`config.mk`:
```
export PLATFORM = sky130hd
export DESIGN_NAME = neighbor_table_with_aging_flat
export DESIGN_NICKNAME = d
export VERILOG_FILES = /design/src/hw/rtl/ntwa_pkg.sv /design/src/hw/rtl/ntwa_if.sv /design/src/hw/rtl/ntwa_ctrl.sv /design/src/hw/rtl/ntwa_datapath.sv /design/src/hw/rtl/neighbor_table_with_aging.sv /design/src/flat_wrapper.sv
export SDC_FILE = /design/constraint.sdc
export NUM_CORES = 2
export LEC_CHECK = 0
export BUFFER_PORTS_ARGS = -buffer_cell sky130_fd_sc_hd__buf_2
export CAP_MARGIN = 20
export CORE_UTILIZATION = 60
export CTS_CLUSTER_DIAMETER = 150
export DETAILED_ROUTE_END_ITERATION = 12
export PLACE_DENSITY = 0.77
export SETUP_SLACK_MARGIN = 0.4
export SYNTH_ARGS = -nofsm -noshare
export SYNTH_HDL_FRONTEND = slang
export SYNTH_HIERARCHICAL = 1
export SYNTH_SLANG_ARGS = --single-unit
```
`constraint.sdc`:
```
create_clock -name i_clk -period 20.4 [get_ports i_clk]
set_clock_uncertainty 0.05 [all_clocks]
set_input_delay 0 -clock i_clk [delete_from_list [all_inputs] [get_ports i_clk]]
set_output_delay 0 -clock i_clk [all_outputs]
set_load 0.05 [all_outputs]
```
`src/hw/rtl/ntwa_pkg.sv`:
```
`timescale 1ns / 1ps
package ntwa_pkg;
    localparam logic [2:0] CMD_UPDATE = 3'd0;
    localparam logic [2:0] CMD_LOOKUP = 3'd1;
    localparam logic [2:0] CMD_REMOVE = 3'd2;
    localparam logic [2:0] CMD_EXPIRE = 3'd3;
    localparam logic [2:0] CMD_CLEAR  = 3'd4;

    localparam logic [1:0] ST_EMPTY  = 2'd0;
    localparam logic [1:0] ST_ACTIVE = 2'd1;
    localparam logic [1:0] ST_STALE  = 2'd2;

    localparam logic [1:0] RES_OK        = 2'd0;
    localparam logic [1:0] RES_INVALID   = 2'd1;
    localparam logic [1:0] RES_FULL      = 2'd2;
    localparam logic [1:0] RES_NOT_FOUND = 2'd3;

    typedef enum logic [2:0] {
        S_IDLE,
        S_SCAN,
        S_ACT,
        S_READ,
        S_DONE
    } t_state;

    // Controller to datapath.
    typedef struct packed {
        logic load;      // capture the input word
        logic scan_clr;  // restart the slot scan
        logic scan_step; // examine one slot
        logic act;       // apply the command to the chosen slot
        logic rd;        // read the chosen slot's payload
        logic finish;    // build the result word
    } t_ctl;

    // Datapath to controller.
    typedef struct packed {
        logic scan_last;
    } t_sts;
endpackage

```
`src/hw/rtl/ntwa_if.sv`:
```
`timescale 1ns / 1ps
interface ntwa_in_if #(parameter int KEY_BITS = 48, parameter int LINK_BITS = 48);
    logic                 valid;
    logic                 ready;
    logic [2:0]           cmd;
    logic [KEY_BITS-1:0]  node_address;
    logic [LINK_BITS-1:0] link_address;
    logic [7:0]           node_role;
    logic [15:0]          capability_bits;
    logic [15:0]          seq_number;
    logic signed [7:0]    signal_strength;
    logic [31:0]          now_time;
    modport source(output valid, cmd, node_address, link_address, node_role,
                   capability_bits, seq_number, signal_strength, now_time,
                   input ready);
    modport sink(input valid, cmd, node_address, link_address, node_role,
                 capability_bits, seq_number, signal_strength, now_time,
                 output ready);
endinterface

interface ntwa_out_if #(parameter int LINK_BITS = 48);
    logic                 valid;
    logic                 ready;
    logic [1:0]           status;
    logic [3:0]           slot_index;
    logic [1:0]           entry_status;
    logic [LINK_BITS-1:0] found_link_address;
    logic [7:0]           found_role;
    logic [15:0]          found_capabilities;
    logic [15:0]          found_sequence;
    logic signed [7:0]    found_strength;
    logic [31:0]          found_last_seen;
    logic [4:0]           expired_count;
    logic [4:0]           occupied_count;
    modport source(output valid, status, slot_index, entry_status, found_link_address,
                   found_role, found_capabilities, found_sequence, found_strength,
                   found_last_seen, expired_count, occupied_count, input ready);
    modport sink(input valid, status, slot_index, entry_status, found_link_address,
                 found_role, found_capabilities, found_sequence, found_strength,
                 found_last_seen, expired_count, occupied_count, output ready);
endinterface

```
`src/hw/rtl/ntwa_ctrl.sv`:
```
`timescale 1ns / 1ps
module ntwa_ctrl (
    input  logic          i_clk,
    input  logic          i_rst_n,
    input  logic          i_in_valid,
    output logic          o_in_ready,
    output logic          o_out_valid,
    input  logic          i_out_ready,
    input  ntwa_pkg::t_sts i_sts,
    output ntwa_pkg::t_ctl o_ctl
);
    ntwa_pkg::t_state r_state, n_state;

    always_ff @(posedge i_clk) begin
        if (!i_rst_n) begin
            r_state <= ntwa_pkg::S_IDLE;
        end else begin
            r_state <= n_state;
        end
    end

    always_comb begin
        n_state = r_state;
        case (r_state)
            ntwa_pkg::S_IDLE: begin
                if (i_in_valid) n_state = ntwa_pkg::S_SCAN;
            end
            ntwa_pkg::S_SCAN: begin
                if (i_sts.scan_last) n_state = ntwa_pkg::S_ACT;
            end
            ntwa_pkg::S_ACT:  n_state = ntwa_pkg::S_READ;
            ntwa_pkg::S_READ: n_state = ntwa_pkg::S_DONE;
            ntwa_pkg::S_DONE: begin
                if (i_out_ready) n_state = ntwa_pkg::S_IDLE;
            end
            default: n_state = ntwa_pkg::S_IDLE;
        endcase
    end

    always_comb begin
        o_ctl       = '0;
        o_in_ready  = 1'b0;
        o_out_valid = 1'b0;
        case (r_state)
            ntwa_pkg::S_IDLE: begin
                o_in_ready   = 1'b1;
                o_ctl.load     = i_in_valid;
                o_ctl.scan_clr = 1'b1;
            end
            ntwa_pkg::S_SCAN: o_ctl.scan_step = 1'b1;
            ntwa_pkg::S_ACT:  o_ctl.act = 1'b1;
            ntwa_pkg::S_READ: begin
                o_ctl.rd     = 1'b1;
            end
            ntwa_pkg::S_DONE: o_out_valid = 1'b1;
            default: ;
        endcase
        o_ctl.finish = (r_state == ntwa_pkg::S_READ);
    end
endmodule

```
`src/hw/rtl/ntwa_datapath.sv`:
```
`timescale 1ns / 1ps
module ntwa_datapath #(
    parameter int ENTRIES   = 16,
    parameter int KEY_BITS  = 48,
    parameter int LINK_BITS = 48
) (
    input  logic                 i_clk,
    input  logic                 i_rst_n,
    input  ntwa_pkg::t_ctl       i_ctl,
    output ntwa_pkg::t_sts       o_sts,
    input  logic                 i_cfg_we,
    input  logic [31:0]          i_cfg_data,
    input  logic [2:0]           i_cmd,
    input  logic [KEY_BITS-1:0]  i_node_address,
    input  logic [LINK_BITS-1:0] i_link_address,
    input  logic [7:0]           i_node_role,
    input  logic [15:0]          i_capability_bits,
    input  logic [15:0]          i_seq_number,
    input  logic [7:0]           i_signal_strength,
    input  logic [31:0]          i_now_time,
    output logic [1:0]           o_status,
    output logic [3:0]           o_slot_index,
    output logic [1:0]           o_entry_status,
    output logic [LINK_BITS-1:0] o_found_link,
    output logic [7:0]           o_found_role,
    output logic [15:0]          o_found_caps,
    output logic [15:0]          o_found_seq,
    output logic [7:0]           o_found_strength,
    output logic [31:0]          o_found_seen,
    output logic [4:0]           o_expired_count,
    output logic [4:0]           o_occupied_count
);
    localparam int IW = (ENTRIES > 1) ? $clog2(ENTRIES) : 1;
    localparam int CW = $clog2(ENTRIES + 1);
    localparam int PW = LINK_BITS + 8 + 16 + 16 + 8 + 32;
    localparam logic [IW-1:0] LAST = IW'(ENTRIES - 1);

    logic [1:0]          r_state_arr [ENTRIES];
    logic [KEY_BITS-1:0] r_key [ENTRIES];
    logic [31:0]         r_seen [ENTRIES];
    logic [PW-1:0]       mem_pay [ENTRIES];

    logic [31:0]          r_timeout;
    logic [CW-1:0]        r_used;
    logic [2:0]           r_cmd;
    logic [KEY_BITS-1:0]  r_key_in;
    logic [PW-1:0]        r_pay_in;
    logic [31:0]          r_now;
    logic [IW-1:0]        r_ptr;
    logic                 r_hit, r_emp;
    logic [IW-1:0]        r_hit_idx, r_emp_idx;
    logic [CW-1:0]        r_exp;
    logic [PW-1:0]        r_rd;

    logic [1:0]  r_status;
    logic [IW-1:0] r_slot;

    logic scan_active;
    logic scan_match;
    logic scan_expire;
    logic bcast;
    logic [31:0] age;

    assign bcast       = (r_key_in == '1);
    assign age         = r_now - r_seen[r_ptr];
    assign scan_match  = (r_state_arr[r_ptr] != ntwa_pkg::ST_EMPTY) && (r_key[r_ptr] == r_key_in);
    assign scan_expire = (r_state_arr[r_ptr] == ntwa_pkg::ST_ACTIVE) && (age >= r_timeout);
    assign scan_active = i_ctl.scan_step;
    assign o_sts.scan_last = (r_ptr == LAST);

    // Input capture, payload store and payload read.
    always_ff @(posedge i_clk) begin
        if (i_ctl.load) begin
            r_cmd    <= i_cmd;
            r_key_in <= i_node_address;
            r_pay_in <= {i_link_address, i_node_role, i_capability_bits,
                         i_seq_number, i_signal_strength, i_now_time};
            r_now    <= i_now_time;
        end
        if (i_ctl.act && r_cmd == ntwa_pkg::CMD_UPDATE && !bcast && (r_hit || r_emp)) begin
            mem_pay[r_hit ? r_hit_idx : r_emp_idx] <= r_pay_in;
        end
        if (i_ctl.rd) begin
            r_rd <= mem_pay[r_slot];
        end
    end

    always_ff @(posedge i_clk) begin
        if (!i_rst_n) begin
            r_timeout <= '0;
            r_used    <= '0;
            r_ptr     <= '0;
            r_hit     <= 1'b0;
            r_emp     <= 1'b0;
            r_hit_idx <= '0;
            r_emp_idx <= '0;
            r_exp     <= '0;
            r_status  <= ntwa_pkg::RES_OK;
            r_slot    <= '0;
            for (int i = 0; i < ENTRIES; i++) r_state_arr[i] <= ntwa_pkg::ST_EMPTY;
        end else begin
            if (i_cfg_we) r_timeout <= i_cfg_data;
            if (i_ctl.scan_clr) begin
                r_ptr <= '0;
                r_hit <= 1'b0;
                r_emp <= 1'b0;
                r_exp <= '0;
            end
            if (scan_active) begin
                if (!o_sts.scan_last) r_ptr <= r_ptr + 1'b1;
                if (scan_match && !r_hit) begin
                    r_hit     <= 1'b1;
                    r_hit_idx <= r_ptr;
                end
                if (r_state_arr[r_ptr] == ntwa_pkg::ST_EMPTY && !r_emp) begin
                    r_emp     <= 1'b1;
                    r_emp_idx <= r_ptr;
                end
                if (r_cmd == ntwa_pkg::CMD_EXPIRE && scan_expire) begin
                    r_state_arr[r_ptr] <= ntwa_pkg::ST_STALE;
                    r_exp <= r_exp + 1'b1;
                end
            end
            if (i_ctl.act) begin
                r_status <= ntwa_pkg::RES_OK;
                r_slot   <= '0;
                case (r_cmd)
                    ntwa_pkg::CMD_UPDATE: begin
                        if (bcast) begin
                            r_status <= ntwa_pkg::RES_INVALID;
                        end else if (r_hit) begin
                            r_state_arr[r_hit_idx] <= ntwa_pkg::ST_ACTIVE;
                            r_seen[r_hit_idx]      <= r_now;
                            r_slot                 <= r_hit_idx;
                        end else if (r_emp) begin
                            r_state_arr[r_emp_idx] <= ntwa_pkg::ST_ACTIVE;
                            r_seen[r_emp_idx]      <= r_now;
                            r_key[r_emp_idx]       <= r_key_in;
                            r_slot                 <= r_emp_idx;
                            r_used                 <= r_used + 1'b1;
                        end else begin
                            r_status <= ntwa_pkg::RES_FULL;
                        end
                    end
                    ntwa_pkg::CMD_LOOKUP: begin
                        if (r_hit) r_slot <= r_hit_idx;
                        else r_status <= ntwa_pkg::RES_NOT_FOUND;
                    end
                    ntwa_pkg::CMD_REMOVE: begin
                        if (r_hit) begin
                            r_slot <= r_hit_idx;
                            r_state_arr[r_hit_idx] <= ntwa_pkg::ST_EMPTY;
                            if (r_used != '0) r_used <= r_used - 1'b1;
                        end else begin
                            r_status <= ntwa_pkg::RES_NOT_FOUND;
                        end
                    end
                    ntwa_pkg::CMD_EXPIRE: ;
                    ntwa_pkg::CMD_CLEAR: begin
                        for (int i = 0; i < ENTRIES; i++)
                            r_state_arr[i] <= ntwa_pkg::ST_EMPTY;
                        r_used <= '0;
                    end
                    default: r_status <= ntwa_pkg::RES_INVALID;
                endcase
            end
        end
    end

    // Result word, held until the controller leaves the done state.
    logic r_lk_hit;
    logic [1:0] r_est;
    always_ff @(posedge i_clk) begin
        if (i_ctl.finish) begin
            r_lk_hit <= (r_cmd == ntwa_pkg::CMD_LOOKUP) && r_hit;
            r_est    <= r_state_arr[r_slot];
        end
    end

    logic lk_cmd;
    assign lk_cmd = r_lk_hit;
    assign o_status         = r_status;
    assign o_slot_index     = 4'(r_slot);
    assign o_entry_status   = lk_cmd ? r_est : ntwa_pkg::ST_EMPTY;
    assign o_found_link     = lk_cmd ? r_rd[PW-1 -: LINK_BITS] : '0;
    assign o_found_role     = lk_cmd ? r_rd[79:72] : '0;
    assign o_found_caps     = lk_cmd ? r_rd[71:56] : '0;
    assign o_found_seq      = lk_cmd ? r_rd[55:40] : '0;
    assign o_found_strength = lk_cmd ? r_rd[39:32] : '0;
    assign o_found_seen     = lk_cmd ? r_seen[r_slot] : '0;
    assign o_expired_count  = (r_cmd == ntwa_pkg::CMD_EXPIRE) ? 5'(r_exp) : '0;
    assign o_occupied_count = 5'(r_used);
endmodule

```
`src/hw/rtl/neighbor_table_with_aging.sv`:
```
`timescale 1ns / 1ps
// Neighbor table with aging.
// A command word enters on in_ch (valid/ready) and exactly one result word
// leaves on out_ch. Commands: update, lookup, remove, expire and clear.
// The block works on one word at a time: it accepts a word only when idle,
// then scans the table one slot per cycle to find the key match, the first
// empty slot and, for expire, the aged entries. The ACT state then applies
// the command and the READ state reads the slot payload memory, after which
// the DONE state raises out_ch.valid.
// The result word is held in registers while the receiver stalls; no new
// word is taken until it is delivered.
// Reset (synchronous, active low) empties every slot, zeroes the occupied
// count and the timeout. Slot payloads are not cleared; they are only output
// for occupied slots. The aging timeout is written through i_cfg_we/i_cfg_data
// while the block is idle; the user must keep to this, the block does not enforce it.
module neighbor_table_with_aging #(
    parameter int ENTRIES   = 16,
    parameter int KEY_BITS  = 48,
    parameter int LINK_BITS = 48
) (
    input  logic        i_clk,
    input  logic        i_rst_n,
    input  logic        i_cfg_we,
    input  logic [31:0] i_cfg_data,
    ntwa_in_if.sink     in_ch,
    ntwa_out_if.source  out_ch
);
    ntwa_pkg::t_ctl ctl;
    ntwa_pkg::t_sts sts;
    logic [7:0] strength;

    ntwa_ctrl u_ctrl (
        .i_clk      (i_clk),
        .i_rst_n    (i_rst_n),
        .i_in_valid (in_ch.valid),
        .o_in_ready (in_ch.ready),
        .o_out_valid(out_ch.valid),
        .i_out_ready(out_ch.ready),
        .i_sts      (sts),
        .o_ctl      (ctl)
    );

    ntwa_datapath #(
        .ENTRIES(ENTRIES), .KEY_BITS(KEY_BITS), .LINK_BITS(LINK_BITS)
    ) u_dp (
        .i_clk            (i_clk),
        .i_rst_n          (i_rst_n),
        .i_ctl            (ctl),
        .o_sts            (sts),
        .i_cfg_we         (i_cfg_we),
        .i_cfg_data       (i_cfg_data),
        .i_cmd            (in_ch.cmd),
        .i_node_address   (in_ch.node_address),
        .i_link_address   (in_ch.link_address),
        .i_node_role      (in_ch.node_role),
        .i_capability_bits(in_ch.capability_bits),
        .i_seq_number     (in_ch.seq_number),
        .i_signal_strength(in_ch.signal_strength),
        .i_now_time       (in_ch.now_time),
        .o_status         (out_ch.status),
        .o_slot_index     (out_ch.slot_index),
        .o_entry_status   (out_ch.entry_status),
        .o_found_link     (out_ch.found_link_address),
        .o_found_role     (out_ch.found_role),
        .o_found_caps     (out_ch.found_capabilities),
        .o_found_seq      (out_ch.found_sequence),
        .o_found_strength (strength),
        .o_found_seen     (out_ch.found_last_seen),
        .o_expired_count  (out_ch.expired_count),
        .o_occupied_count (out_ch.occupied_count)
    );
    assign out_ch.found_strength = strength;

`ifndef SYNTHESIS
    // The block never offers input while a result is pending.
    a_excl: assert property (@(posedge i_clk) disable iff (!i_rst_n)
        !(in_ch.ready && out_ch.valid)) else $error("ready while result pending");
    // An accepted word always leads to scanning in the next cycle.
    a_start: assert property (@(posedge i_clk) disable iff (!i_rst_n)
        (in_ch.valid && in_ch.ready) |=> ctl.scan_step) else $error("scan not started");
    // The occupied count never exceeds the table size.
    a_count: assert property (@(posedge i_clk) disable iff (!i_rst_n)
        out_ch.occupied_count <= 5'(ENTRIES)) else $error("count overflow");
`endif
endmodule
```
`src/flat_wrapper.sv`:
```
// flat-port wrapper written by rule: the top's interface ports become plain ports
module neighbor_table_with_aging_flat 
#(
    parameter int ENTRIES   = 16,
    parameter int KEY_BITS  = 48,
    parameter int LINK_BITS = 48
)
  (i_clk, i_rst_n, i_cfg_we, i_cfg_data, in_ch_valid, in_ch_cmd, in_ch_node_address, in_ch_link_address, in_ch_node_role, in_ch_capability_bits, in_ch_seq_number, in_ch_signal_strength, in_ch_now_time, in_ch_ready, out_ch_valid, out_ch_status, out_ch_slot_index, out_ch_entry_status, out_ch_found_link_address, out_ch_found_role, out_ch_found_capabilities, out_ch_found_sequence, out_ch_found_strength, out_ch_found_last_seen, out_ch_expired_count, out_ch_occupied_count, out_ch_ready);
  ntwa_in_if #(.KEY_BITS(KEY_BITS), .LINK_BITS(LINK_BITS)) in_ch_i ();
  ntwa_out_if #(.LINK_BITS(LINK_BITS)) out_ch_i ();
  input  logic i_clk;
  input  logic i_rst_n;
  input  logic i_cfg_we;
  input  logic [31:0] i_cfg_data;
  input wire logic [$bits(in_ch_i.valid)-1:0] in_ch_valid;
  input wire logic [$bits(in_ch_i.cmd)-1:0] in_ch_cmd;
  input wire logic [$bits(in_ch_i.node_address)-1:0] in_ch_node_address;
  input wire logic [$bits(in_ch_i.link_address)-1:0] in_ch_link_address;
  input wire logic [$bits(in_ch_i.node_role)-1:0] in_ch_node_role;
  input wire logic [$bits(in_ch_i.capability_bits)-1:0] in_ch_capability_bits;
  input wire logic [$bits(in_ch_i.seq_number)-1:0] in_ch_seq_number;
  input wire logic [$bits(in_ch_i.signal_strength)-1:0] in_ch_signal_strength;
  input wire logic [$bits(in_ch_i.now_time)-1:0] in_ch_now_time;
  output wire logic [$bits(in_ch_i.ready)-1:0] in_ch_ready;
  output wire logic [$bits(out_ch_i.valid)-1:0] out_ch_valid;
  output wire logic [$bits(out_ch_i.status)-1:0] out_ch_status;
  output wire logic [$bits(out_ch_i.slot_index)-1:0] out_ch_slot_index;
  output wire logic [$bits(out_ch_i.entry_status)-1:0] out_ch_entry_status;
  output wire logic [$bits(out_ch_i.found_link_address)-1:0] out_ch_found_link_address;
  output wire logic [$bits(out_ch_i.found_role)-1:0] out_ch_found_role;
  output wire logic [$bits(out_ch_i.found_capabilities)-1:0] out_ch_found_capabilities;
  output wire logic [$bits(out_ch_i.found_sequence)-1:0] out_ch_found_sequence;
  output wire logic [$bits(out_ch_i.found_strength)-1:0] out_ch_found_strength;
  output wire logic [$bits(out_ch_i.found_last_seen)-1:0] out_ch_found_last_seen;
  output wire logic [$bits(out_ch_i.expired_count)-1:0] out_ch_expired_count;
  output wire logic [$bits(out_ch_i.occupied_count)-1:0] out_ch_occupied_count;
  input wire logic [$bits(out_ch_i.ready)-1:0] out_ch_ready;
  assign in_ch_i.valid = in_ch_valid;
  assign in_ch_i.cmd = in_ch_cmd;
  assign in_ch_i.node_address = in_ch_node_address;
  assign in_ch_i.link_address = in_ch_link_address;
  assign in_ch_i.node_role = in_ch_node_role;
  assign in_ch_i.capability_bits = in_ch_capability_bits;
  assign in_ch_i.seq_number = in_ch_seq_number;
  assign in_ch_i.signal_strength = in_ch_signal_strength;
  assign in_ch_i.now_time = in_ch_now_time;
  assign in_ch_ready = in_ch_i.ready;
  assign out_ch_valid = out_ch_i.valid;
  assign out_ch_status = out_ch_i.status;
  assign out_ch_slot_index = out_ch_i.slot_index;
  assign out_ch_entry_status = out_ch_i.entry_status;
  assign out_ch_found_link_address = out_ch_i.found_link_address;
  assign out_ch_found_role = out_ch_i.found_role;
  assign out_ch_found_capabilities = out_ch_i.found_capabilities;
  assign out_ch_found_sequence = out_ch_i.found_sequence;
  assign out_ch_found_strength = out_ch_i.found_strength;
  assign out_ch_found_last_seen = out_ch_i.found_last_seen;
  assign out_ch_expired_count = out_ch_i.expired_count;
  assign out_ch_occupied_count = out_ch_i.occupied_count;
  assign out_ch_i.ready = out_ch_ready;
  neighbor_table_with_aging #(.ENTRIES(ENTRIES), .KEY_BITS(KEY_BITS), .LINK_BITS(LINK_BITS)) u_core (.i_clk(i_clk), .i_rst_n(i_rst_n), .i_cfg_we(i_cfg_we), .i_cfg_data(i_cfg_data), .in_ch(in_ch_i), .out_ch(out_ch_i));
endmodule
```
Word level (Yosys, flattened, before mapping). Memories as Yosys holds them, arrays and structs flattened. A register that Yosys moved wholly into a read port is not among the register bits. Cells that the tools add are included.

Register bits after elaboration: 277. Input bits: 216. RAM bits: 3360. Latch bits: 0. Word-level logic and storage cells: 201. Memory bits (read-only): 0. Memories kept: 4. Output and inout bits: 148.

Reduce and logical (&&, ||, !) cells: 29. $mul: 0. Divide/modulo/power cells: 0. Shift-type cells: 0. Add/sub/neg operators: 5. Equal/unequal tests: 20. $lt $le $gt $ge: 1. Muxes and demuxes: 109. Bitwise operators: 17.

Memories: u_core.u_dp.mem_pay (depth 16, bits a word 128, rd ports 1, clocked after Yosys merged registers in 1, write ports 1, line ntwa_datapath.sv:41) `logic [PW-1:0] mem_pay [ENTRIES];`; u_core.u_dp.r_key (depth 16, bits a word 48, rd ports 1, clocked after Yosys merged registers in 1, write ports 1, line ntwa_datapath.sv:39) `logic [KEY_BITS-1:0] r_key [ENTRIES];`; u_core.u_dp.r_seen (depth 16, bits a word 32, rd ports 2, clocked after Yosys merged registers in 2, write ports 1, line ntwa_datapath.sv:40) `logic [31:0] r_seen [ENTRIES];`; u_core.u_dp.r_state_arr (depth 16, bits a word 2, rd ports 2, clocked after Yosys merged registers in 2, write ports 16, line ntwa_datapath.sv:38) `logic [1:0] r_state_arr [ENTRIES];`.

Operators by type and width (number): $mux 4 (17); $mux 32 (2); $mux 2 (26); $eq 48x48->1 (1); $eq 48x48->1 const B (1); $mux 48 (1); $mux 5 (9); $mux 1 (43); $ge 32x32->1 (1); $mux 16 (2); $reduce_or 32->1 (1); $sub 32x32->32 (1); $or 1x1->1 (17); $mux 8 (2); $pmux 3 s5 (1); $pmux 5 s3 (1); $ne 2x2->1 const B (7); $eq 3x2->1 const B (4); $add 5x1->5 const B (2); $reduce_or 2->1 (5); $logic_and 1x1->1 (9); $mux 3 (3); $pmux 4 s2 (1); $reduce_and 7->1 (1); other kinds (17) (23).

Logic depth before layout (Yosys ltp).
Word-level depth: 12. Depth in mapped cells: 32. Gate-level depth less buffers: 24.

Modules after synthesis. The synthesis kept the hierarchy.

Modules (own cells, without submodules): ntwa_datapath (sequential area each 95191.3 µm², instances 1, cells each 5736, area an instance 127374.7 µm²); ntwa_ctrl (sequential area each 60.1 µm², instances 1, cells each 27, area an instance 266.5 µm²).

Least setup slack after synthesis. OpenSTA, ideal clock, no wires.

Path type: reg-to-reg. Start point: register u_core.u_dp.r_ptr[0]. End point: memory u_core.u_dp.r_state_arr[12][0] (enable). Setup time: 0.279 ns. Slack: 13.420 ns. Path buffers: 8. Period minus slack after synthesis: 6.980 ns. Arrival: 6.651 ns. Required time: 20.071 ns. Cell stages (with the launch flop): 31. Path through: dfxtp_1 -> buf_6 -> buf_12 -> buf_12 -> buf_6 -> buf_6 -> buf_4 -> buf_2 -> buf_2 -> mux4_2 -> mux4_2 -> inv_1 -> ha_1 -> a21oi_1 -> nor3b_1 -> a21oi_1 -> a21boi_1 -> o21ai_0 -> a2111oi_0 -> nor2_1 -> xnor2_1 -> ha_1 -> a21o_1 -> a21o_1 -> a211o_1 -> o211ai_1 -> a21oi_1 -> nor2_1 -> a211oi_2 -> o211ai_1 -> o21ai_0.

RTL lines: start, declared (line ntwa_datapath.sv:49) `logic [IW-1:0] r_ptr;`; start signal, assigned (line ntwa_datapath.sv:110) `if (!o_sts.scan_last) r_ptr <= r_ptr + 1'b1;`; end, declared (line ntwa_datapath.sv:38).

==> reports/qor.yml <==
fmax_mhz: 113
via_count: 68200
ys_ff_latch: 3195
ant_nets: 0
r2r_cells: 24
fin_setup_tns_ns: 0
cts_max_path_buffers: 4
slew_viol_final: 0
root_buffer: "clkbuf_16"
setup_violations: 0
dp_hpwl_microns: 166000
syn-cell-area_sq_mm: 0.128
numPortBuffers: 363
areaGrowthSynthToFinish_pct: 16.2
p_per_area_mw_per_mm2: 92.8
relSlewSlack_pct: 19.1
critPathLaunchType: "flip-flop"
row_count: 168
drt-wirelength-per-cell_microns: 35.3
hold_ws_ns: 0.130
clock-sinks: 3195
crit_slowest_cell: "dfxtp_4"
r2r_slack_ns: 11.58
num_io_pins: 364
place_inst: 8771
via_per_inst: 6.93
die_w_microns: 463
cp-startpoint: "u_core/u_dp/r_ptr[1]"
reg2reg_from: "u_core/u_dp/r_ptr[1]"
power.leakage_uw: 0.0470
synth_area_leaders: "edfxtp_1 74%, mux4_2 18%, dfxtp_1 1.1%"
grt_pass1_wl_microns: 496000
grt_max_degree: 144
synth_largest_area_cell: "edfxtp_1"
path_max_fanout: 143
endpoint: "u_core/u_dp/r_state_arr[14][1]"
cts_tree: "done"
regToRegEndpoint: "u_core/u_dp/r_state_arr[14][1]"
ys_warn_count: 6
gp_congestion: 0.947
nFillCells: 11700
dr.pass1.iters: 8
rsz0062_at_grt: "no"
core_area_sq_mm: 0.210
async_flop_share_pct: 0
fin_nets: 7082
synth.distinct_cells: 86
peakVddDrop_v: 0.000108
gr-total-overflow: 0
wl_microns: 348000
clk_latency_ns: 0.98
hold_viol: 0
clk_pin_slew_worst_paths_ns: 0.06
drt_iter0_markers: 10100
ys.flop_type: "edfxtp_1"
worstPathCellList: "buf_12, buf_12, mux4_2, mux4_2, inv_1, ha_1, o211ai_1, a21o_1, a21oi_1, a21boi_1, o21ai_0, a2111oi_0, nor2_1, xnor2_1, ha_1, a21o_1, a21o_1, a211o_1, o211ai_1, a21oi_1, nor2_1, a211oi_2, o211ai_1, o21ai_0"
cp.arrival_ns: 9.39
grt_use_total_pct: 32.5
post_cts_resized: 0
crit_path_max_incr_delay_ns: 0.92
status: "completed"
drv_cap: 0
layout_commonest_cell: "edfxtp_1"
syn_area_per_cell_sq_um: 22.1
fin_crit_sh_pct: 43.3
min_period_ns: 8.82
drc: 0
worstSetupEndpointType: "flip-flop"
start_util_pct: 60.7
drive_above_1_share_pct: 28.9
yosysSeqAreaShare_pct: 74.6
die_h_microns: 463
cts_buffers: 329
postSynthCellCount: 5763
dieArea_sq_mm: 0.215
crit_required_ns: 20.96
synth_edf_count: 3126
yosys.area.top_type_share_pct: 73.5
final_cell_mix: "3126 x edfxtp_1, 997 x mux4_2, 492 x dlygate4sd3_1"
cts_max_level: 5
grt_pass1_vias: 70200
criticalPathCategory: "reg -> reg"
instances_no_fill: 9848
syn_nets: 6050
antenna_found_initial: 33
worst_pin_slew_ns: 1.20
hp-class: "in -> reg"
[power by group]
group	internal [uW]	switching, uW
Sequential	7280	129
Clock	3370	2480
Combinational	248	260
Total	10900	2870
[cells in the mapped netlist (8+ instances only)]
library cell / number
xor2_1: 36
a221oi_1: 13
a31oi_1: 16
clkbuf_1: 159
buf_1: 61
nor3_1: 30
nor2_1: 185
nor4_1: 8
buf_6: 16
buf_2: 40
nor2b_1: 12
o31ai_1: 15
o22ai_1: 12
nand2_1: 69
o21ai_0: 56
a22oi_1: 10
mux4_2: 997
a21o_1: 27
a211oi_1: 16
xnor2_1: 32
and3_1: 10
inv_1: 105
ha_1: 69
nor3b_1: 9
o211ai_1: 10
nand2b_1: 15
edfxtp_1: 3126
and2_1: 137
buf_4: 17
mux2i_1: 127
nand3_1: 25
dfxtp_1: 69
nand4_1: 29
mux2_2: 16
a21oi_1: 65
[sequential cells by signal, summed over array words and instances (netlist names), named ones only]
name                          flops
u_core/u_dp/mem_pay            1536
u_core/u_dp/r_key_in             48
u_core/u_dp/r_cmd                 3
u_core/u_dp/r_est                 2
u_core/u_dp/r_exp                 5
u_core/u_dp/r_pay_in            128
u_core/u_dp/o_slot_index          4
u_core/u_ctrl/r_state             3
u_core/u_dp/r_timeout            32
u_core/u_dp/r_hit_idx             4
u_core/u_dp/o_occupied_count      5
u_core/u_dp/r_hit                 1
u_core/u_dp/lk_cmd                1
u_core/u_dp/r_state_arr          32
u_core/u_dp/r_key               768
u_core/u_dp/r_rd                 96
u_core/u_dp/o_status              2
u_core/u_dp/r_ptr                 4
u_core/u_dp/r_emp                 1
u_core/u_dp/r_emp_idx             4
u_core/u_dp/r_seen              512
[cell families (layout without fill, tap and decap cells)]
| group | Yosys count | in the layout | synth area share (%) |
|---|---|---|---|
| flops | 3195 | 3195 | 74.6 |
| fa+ha+maj | 71 | 71 | 0.708 |
| buf+inv | 405 | 1673 | 1.41 |
| xor+xnor | 68 | 68 | 0.467 |
| other cells | 0 | 12 | 0 |
| simple gates | 569 | 569 | 2.32 |
| compound gates | 310 | 310 | 1.64 |
| mux | 1145 | 1145 | 18.8 |
[worst max-delay path: cells and delay by family (launching register included)]
| kind | cells | cell delay, ns |
|---|---|---|
| AO/OA/AOI/OAI | 14 | 3.65 |
| AND/OR/NAND/NOR | 2 | 0.65 |
| buffers and inverters | 3 | 1.37 |
| adder cells (fa/ha/maj) | 2 | 0.57 |
| flip-flops | 1 | 0.92 |
| XOR/XNOR | 1 | 0.18 |
| multiplexers | 2 | 0.89 |
[area by class of cell]
cell class	instances	area (sq um)	share of cell area, %
Tap cell	2805	3510	2.37
Sequential cell	3195	95300	64.2
Clock inverter	159	1470	0.993
Antenna cell	12	30.0	0.0202
Timing Repair Buffer	997	7970	5.37
Multi-Input combinational cell	2163	31000	20.9
Clock buffer	408	8730	5.88
Inverter	109	412	0.277
[per-stage QoR]
| stage | total power [uW] | cell area, sq um | setup slack (ns) | utilization (%) |
|---|---|---|---|---|
| global route | 14100 | 148000 | 11.28 | 70.5 |
| detailed placement | 7950 | 133000 | 11.80 | 63.3 |
| finish | 13800 | 148000 | 11.58 | 70.5 |
| global placement | 7930 | 133000 | 12.02 | 63.3 |
| CTS | 13800 | 148000 | 11.68 | 70.5 |
| floorplan | 7780 | 128000 | 13.42 | - |
[how the worst min path moves through the flow]
stage	startpoint	end	slack [ns]	depth (start not counted)
after CTS	in_ch_valid	u_core/u_dp/r_key_in[45]	0.07	3
after detailed placement	in_ch_link_address[4]	u_core/u_dp/r_pay_in[84]	0.13	1
final	in_ch_valid	u_core/u_dp/r_key_in[45]	0.13	3
after global placement	in_ch_node_address[9]	u_core/u_dp/r_key_in[9]	0.13	1
after global routing	in_ch_valid	u_core/u_dp/r_key_in[25]	0.11	3
after floorplan	in_ch_cmd[0]	u_core/u_dp/r_cmd[0]	0.05	0
[repair_timing]
item,4_1_cts,5_1_grt
setup buffers,0,0
hold buffers,492,0
hold endpoints to repair,265,0
[per-layer routing]
layer / GRT usage, % / vias to the layer above / part of all wire, %
met5: 0 / - / 0.052
met3: 6.87 / 929 / 12
met1: 43.0 / 35300 / 34
met4: 13.9 / 30 / 4.6
met2: 52.8 / 5573 / 49
li1: - / 26400 / -
Power figures use the tool's default switching activity.
